File: src/fbdc_div_pipe.sv
`timescale 1ns / 1ps
`default_nettype none
// Restoring divider, one quotient bit per stage, with several lanes side by side.
module fbdc_div_pipe #(
  parameter int unsigned LANES  = 1,
  parameter int unsigned NUM_W  = 8,
  parameter int unsigned DEN_W  = 8,
  parameter int unsigned SIDE_W = 1
) (
  input  wire logic                               clk_i,
  input  wire logic                               rst_ni,
  input  wire logic                               in_valid_i,
  output      logic                               in_ready_o,
  input  wire logic [LANES-1:0][NUM_W-1:0]        in_num_i,
  input  wire logic [LANES-1:0][DEN_W-1:0]        in_den_i,
  input  wire logic [SIDE_W-1:0]                  in_side_i,
  output      logic                               out_valid_o,
  input  wire logic                               out_ready_i,
  output      logic [LANES-1:0][NUM_W-1:0]        out_quo_o,
  output      logic [SIDE_W-1:0]                  out_side_o
);

  logic                          v_q    [NUM_W];
  logic [LANES-1:0][NUM_W-1:0]   a_q    [NUM_W];
  logic [LANES-1:0][DEN_W-1:0]   r_q    [NUM_W];
  logic [LANES-1:0][DEN_W-1:0]   d_q    [NUM_W];
  logic [SIDE_W-1:0]             s_q    [NUM_W];

  logic                          pv     [NUM_W];
  logic [LANES-1:0][NUM_W-1:0]   pa     [NUM_W];
  logic [LANES-1:0][DEN_W-1:0]   pr     [NUM_W];
  logic [LANES-1:0][DEN_W-1:0]   pd     [NUM_W];
  logic [SIDE_W-1:0]             ps     [NUM_W];
  logic                          rdy    [NUM_W+1];

  assign rdy[NUM_W] = out_ready_i;
  assign in_ready_o = rdy[0];

  for (genvar k = 0; k < NUM_W; k++) begin : g_stage
    logic [LANES-1:0][NUM_W-1:0] a_d;
    logic [LANES-1:0][DEN_W-1:0] r_d;

    if (k == 0) begin : g_first
      assign pv[k] = in_valid_i;
      assign pa[k] = in_num_i;
      assign pr[k] = '0;
      assign pd[k] = in_den_i;
      assign ps[k] = in_side_i;
    end else begin : g_next
      assign pv[k] = v_q[k-1];
      assign pa[k] = a_q[k-1];
      assign pr[k] = r_q[k-1];
      assign pd[k] = d_q[k-1];
      assign ps[k] = s_q[k-1];
    end

    assign rdy[k] = !v_q[k] || rdy[k+1];

    always_comb begin
      logic [DEN_W:0] r_ext;
      logic [DEN_W:0] diff;
      logic           ge;
      for (int l = 0; l < LANES; l++) begin
        r_ext    = {pr[k][l], pa[k][l][NUM_W-1]};
        diff     = r_ext - {1'b0, pd[k][l]};
        ge       = (r_ext >= {1'b0, pd[k][l]});
        r_d[l]   = ge ? diff[DEN_W-1:0] : r_ext[DEN_W-1:0];
        a_d[l]   = {pa[k][l][NUM_W-2:0], ge};
      end
    end

    always_ff @(posedge clk_i or negedge rst_ni) begin
      if (!rst_ni) begin
        v_q[k] <= 1'b0;
      end else if (rdy[k]) begin
        v_q[k] <= pv[k];
      end
    end

    always_ff @(posedge clk_i) begin
      if (rdy[k]) begin
        a_q[k] <= a_d;
        r_q[k] <= r_d;
        d_q[k] <= pd[k];
        s_q[k] <= ps[k];
      end
    end
  end

  assign out_valid_o = v_q[NUM_W-1];
  assign out_quo_o   = a_q[NUM_W-1];
  assign out_side_o  = s_q[NUM_W-1];

endmodule
`default_nettype wire

File: config.mk
export PLATFORM = sky130hd
export DESIGN_NAME = fbdc_div_pipe
export DESIGN_NICKNAME = d
export VERILOG_FILES = /design/src/fbdc_div_pipe.sv
export SDC_FILE = /design/constraint.sdc
export NUM_CORES = 1
export LEC_CHECK = 0
export BUFFER_PORTS_ARGS = -buffer_cell sky130_fd_sc_hd__buf_2
export CORE_MARGIN = 2
export CORE_UTILIZATION = 62
export DETAILED_ROUTE_END_ITERATION = 8
export GPL_TIMING_DRIVEN = 0
export PLACE_DENSITY = 0.8
export SETUP_SLACK_MARGIN = 0.3
export SLEW_MARGIN = 10
export SYNTH_ARGS = -nofsm -noshare
export SYNTH_HDL_FRONTEND = slang
export SYNTH_SLANG_ARGS = --single-unit
File: constraint.sdc
create_clock -name clk_i -period 2.6 [get_ports clk_i]
set_input_delay 0.39 -clock clk_i [delete_from_list [all_inputs] [get_ports clk_i]]
set_output_delay 0.39 -clock clk_i [all_outputs]
set_load 0.05 [all_outputs]
* Word-level counts from Yosys, hierarchy flattened *
Memory sizes are Yosys's and may differ from the RTL's.
Cells that the tools add are included.
W data, S select, Z words.

storage, ports and cells
  register bits = 8
  RAM bits = 200
  logic and storage cells = 68
  memories = 4

operators by class
  $add $sub $neg = 8
  order comparisons = 8
  mux-type cells = 24
  reductions and logical operators = 16

memories
  name  depth  bits a word  rd ports  clocked after memory_dff  wr ports  RTL line  RTL
  a_q   8      8            8         0                         8         24        logic [LANES-1:0][NUM_W-1:0] a_q [NUM_W];
  d_q   8      8            7         0                         8         26        logic [LANES-1:0][DEN_W-1:0] d_q [NUM_W];
  r_q   8      8            7         0                         8         25        logic [LANES-1:0][DEN_W-1:0] r_q [NUM_W];
  s_q   8      1            8         0                         8         27        logic [SIDE_W-1:0] s_q [NUM_W];

operator list
  kind                number
  $mux W8             8
  $ge A9 B8 Y1        7
  $sub A8 B8 Y8       7
  $mux W1             16
  $ge A1 B8 Y1        1
  $logic_not A1 Y1    8
  $logic_or A1 B1 Y1  8
  $sub A1 B8 Y8       1

* Depth between registers and ports, before layout *
  word-level depth = 11
  gate-level depth with buffers = 9

* Least setup slack after synthesis *
OpenSTA, ideal clock, no wires.

  path type = reg-to-reg
  start point = reg v_q (netlist bit out_valid_o)
  end point = mem a_q[0][0] (netlist name) (enable)
  library setup time = 733 ps
  arrival = 2465 ps
  data required time = 1867 ps
  slack = -599 ps
  cell stages (with the launch flop) = 5
  period minus slack after synthesis = 3199 ps
  cells stage by stage = dfrtp_1 nor2b_1 and3_1 and3_1 nand4_1

RTL lines
  what                               RTL line  RTL
  from (decl)                        23        logic v_q [NUM_W];
  from (signal, indexed assignment)  76        v_q[k] <= pv[k];
  to (decl)                          24

==> impl_metrics.json <==
{
  "max_clock_freq_mhz": 437.4,
  "ys.flop_type": "edfxtp_1",
  "status": "complete, no violations",
  "wl_per_cell_um": 16.91,
  "whs_ns": 0.1316,
  "grt.overflow.total": 0,
  "clock-root-buffer": "clkbuf_16",
  "drive_gt1_share_pct": 18.89,
  "rows": 44,
  "netlist_area_sq_mm": 0.009021,
  "cts_tree": "yes",
  "port_buffers": 31,
  "worst_slew_pin_slew_ns": 1.053,
  "gr-usage-met2_pct": 40.73,
  "insertion_delay_ns": 0.43,
  "initial_core_util_pct": 62.78,
  "num_antenna_cells": 0,
  "drt-pass1-iter-count": 5,
  "grt_use_met1_pct": 20.91,
  "crit_type": "reg2reg",
  "yosysSeqAreaShare_pct": 63.47,
  "required_ns": 2.79,
  "grt_pass1_wl_um": 25850,
  "setup.worst_path.end_class": "flop",
  "viasPerCell": 5.754,
  "grtUsageMet3_pct": 5.155,
  "timing.hold.worst.class": "in2reg",
  "ys_ff_latch": 192,
  "ys_async_sr_fraction_pct": 4.167,
  "setup-violations-final": 0,
  "cp_data_arrival_time_ns": 2.48,
  "dp_hpwl_um": 11030,
  "ys_warn_count": 0,
  "leakagePower_nw": 4.315,
  "min_period_ns": 2.286,
  "area_delta_synth_final_pct": 13.38,
  "synth_edf_count": 184,
  "gr-max-usage-layer": "met2",
  "cp_max_fo": 5,
  "clkTransAtPathRegs_ns": 0.07,
  "dieArea_sq_mm": 0.01553,
  "fp.dieW_um": 124.6,
  "max_slew_margin_pct": 29.65,
  "cap_violations": 0,
  "grt_antenna_before_repair": 0,
  "synth_cells": 654,
  "rsz0062_at_grt": "yes",
  "pin_count": 32,
  "gp_congestion": 0.8958,
  "hold_viol": 0,
  "period_share_pct": 87.93,
  "start_kind": "flop",
  "setup_tns_ns": 0,
  "remaining_drc_errors": 0,
  "fin_total_pwr_mw": 12.43,
  "slew_violations": 0,
  "syn-num-nets": 739,
  "grt_pass1_vias": 5499,
  "drt_iter0_markers": 265,
  "grt_use_total_pct": 21.40,
  "avgSynthCellArea_sq_um": 13.79,
  "num_vias": 5294,
  "ir_drop_mv": 0.5974,
  "clock-sinks": 192,
  "cts_buffer_depth": 2,
  "yosysUniqueCellTypes": 61,
  "die_y_um": 124.6,
  "final_nets": 809,
  "cts_buffers": 17,
  "ant_nets": 0,
  "grt_start_max_net_pins": 27,
  "wirelength_um": 15560,
  "h-tree-depth": 4,
  "core_area_sq_mm": 0.01437,
  "fin_skew_ns": 0.008208,
  "nFillCells": 918,
  "power.density_mw_per_mm2": 1215
}
[synthesized netlist by cell type (6+ instances only)]
cell | n | area (sq um)
ha_1 | 58 | 725.7
a21oi_1 | 29 | 145.1
fa_1 | 6 | 120.1
nand2b_1 | 16 | 100.1
nor2_1 | 18 | 67.56
and3_1 | 6 | 37.54
nand2_1 | 36 | 135.1
o21ai_0 | 38 | 190.2
a21o_1 | 14 | 105.1
mux2i_1 | 8 | 80.08
nor2b_1 | 7 | 43.79
dfrtp_1 | 8 | 200.2
a211oi_1 | 7 | 52.55
o21a_1 | 10 | 75.07
buf_4 | 10 | 75.07
o31ai_1 | 6 | 45.04
nor3_1 | 7 | 35.03
nand3_1 | 8 | 40.04
xor2_1 | 8 | 70.07
mux2_2 | 9 | 101.4
edfxtp_1 | 184 | 5525
inv_1 | 80 | 300.3
xnor2_1 | 12 | 105.1
[metal layers]
metal  part of all wire (%)  wire (um)  up-vias
li1                       -          -     2536
met1                     35       5517     2559
met2                     57       8814      140
met3                    3.4        525       59
met4                    4.5        703        0
met5                      0          0        -
[final cells by class]
type / count / area, sq um / share of cell area (%)
Clock buffer: 19 / 432.9 / 4.232
Inverter: 82 / 307.8 / 3.009
Sequential cell: 192 / 5727 / 55.99
Timing Repair Buffer: 51 / 325.3 / 3.180
Buffer: 12 / 87.58 / 0.8563
Clock inverter: 12 / 135.1 / 1.321
Tap cell: 184 / 230.2 / 2.251
Multi-Input combinational cell: 368 / 2983 / 29.16
[kinds of logic after synthesis]
| family | after synthesis | synth area share (%) |
|---|---|---|
| DFF | 192 | 63.47 |
| and+or+nand+nor | 121 | 6.990 |
| buffers and inverters | 94 | 4.341 |
| muxes | 23 | 2.968 |
| xor gates and xnor gates | 20 | 1.942 |
| adders and majority gates | 64 | 9.376 |
| AOI/OAI and AO/OA | 140 | 10.92 |
[path summary, 6_finish.rpt]
path / startpoint / endpoint / slack (ns) / cells after the start
setup / recovery: r_q[0][3]$_SDFFCE_PP0P_ / r_q[1][7]$_DFFE_PP_ / 0.31 / 7
hold / removal: in_num_i[5] / a_q[0][6]$_DFFE_PP_ / 0.13 / 1
setup reg to reg: r_q[0][3]$_SDFFCE_PP0P_ / r_q[1][7]$_DFFE_PP_ / 0.31 / 7
hold reg to reg: a_q[1][6]$_DFFE_PP_ / a_q[1][15]$_DFFE_PP_ / 0.42 / 0
max in group asynchronous: rst_ni / out_valid_o$_DFFE_PN0P_ / 2.10 / 2
min in group asynchronous: rst_ni / pv[0]$_DFFE_PN0P_ / 0.32 / 2
[worst max-delay path: stages (launching register included)]
cell and delay, ns:
edfxtp_1 0.42, ha_1 0.37, a21oi_1 0.25, o21ai_1 0.17
a221oi_4 0.44, buf_4 0.18, inv_2 0.03, o22a_1 0.18
[timing repair]
item | in CTS | in global routing
endpoints found under the hold margin | 8 | 0
setup buffers | 3 | 15
pin swaps | 1 | 10
resized for setup | 2 | 19
hold buffers | 1 | 0
endpoints found under the setup margin | 31 | 29
[stage by stage]
step	setup WS, ns	area [sq um]	utilization [%]	instances
global placement	-0.4687	9425	65.60	869
floorplan	-0.3682	9040	-	654
finish	0.3139	10230	71.19	920
global route	0.2226	10230	71.19	920
CTS	0.2022	10040	69.89	905
detailed placement	0.03749	9437	65.67	870
[layout by cell type (no fill, tap or decap), types with 4 or more instances in the layout]
| cell | instances |
|---|---|
| inv_1 | 80 |
| mux2_4 | 5 |
| ha_1 | 54 |
| a21oi_1 | 26 |
| nor2b_1 | 6 |
| and3_1 | 4 |
| nor2_1 | 18 |
| buf_2 | 31 |
| and2_1 | 4 |
| xnor2_1 | 12 |
| or2_2 | 4 |
| nand2_1 | 36 |
| buf_4 | 26 |
| mux2_2 | 9 |
| nor3_1 | 7 |
| a211oi_1 | 7 |
| nand2b_1 | 15 |
| o31ai_1 | 6 |
| clkbuf_16 | 17 |
| o21ai_0 | 35 |
| xor2_1 | 8 |
| dfrtp_1 | 7 |
| fa_1 | 6 |
| mux2i_1 | 8 |
| o21a_1 | 10 |
| edfxtp_1 | 184 |
| a21o_1 | 14 |
| nand3_1 | 7 |
| o21ai_1 | 6 |
[registers in the layout, summed over array words and instances, names as in the netlist]
register and cells:
a_q 64, d_q 56, r_q 56, s_q 8
pv 7, out_valid_o 1
[report_power, final]
group	total, mW	internal, mW	switching, mW
Sequential	5.16	4.75	0.408
Combinational	4.75	2.13	2.62
Clock	2.52	1.42	1.11
Note: power is estimated with default switching activity, not from simulation.
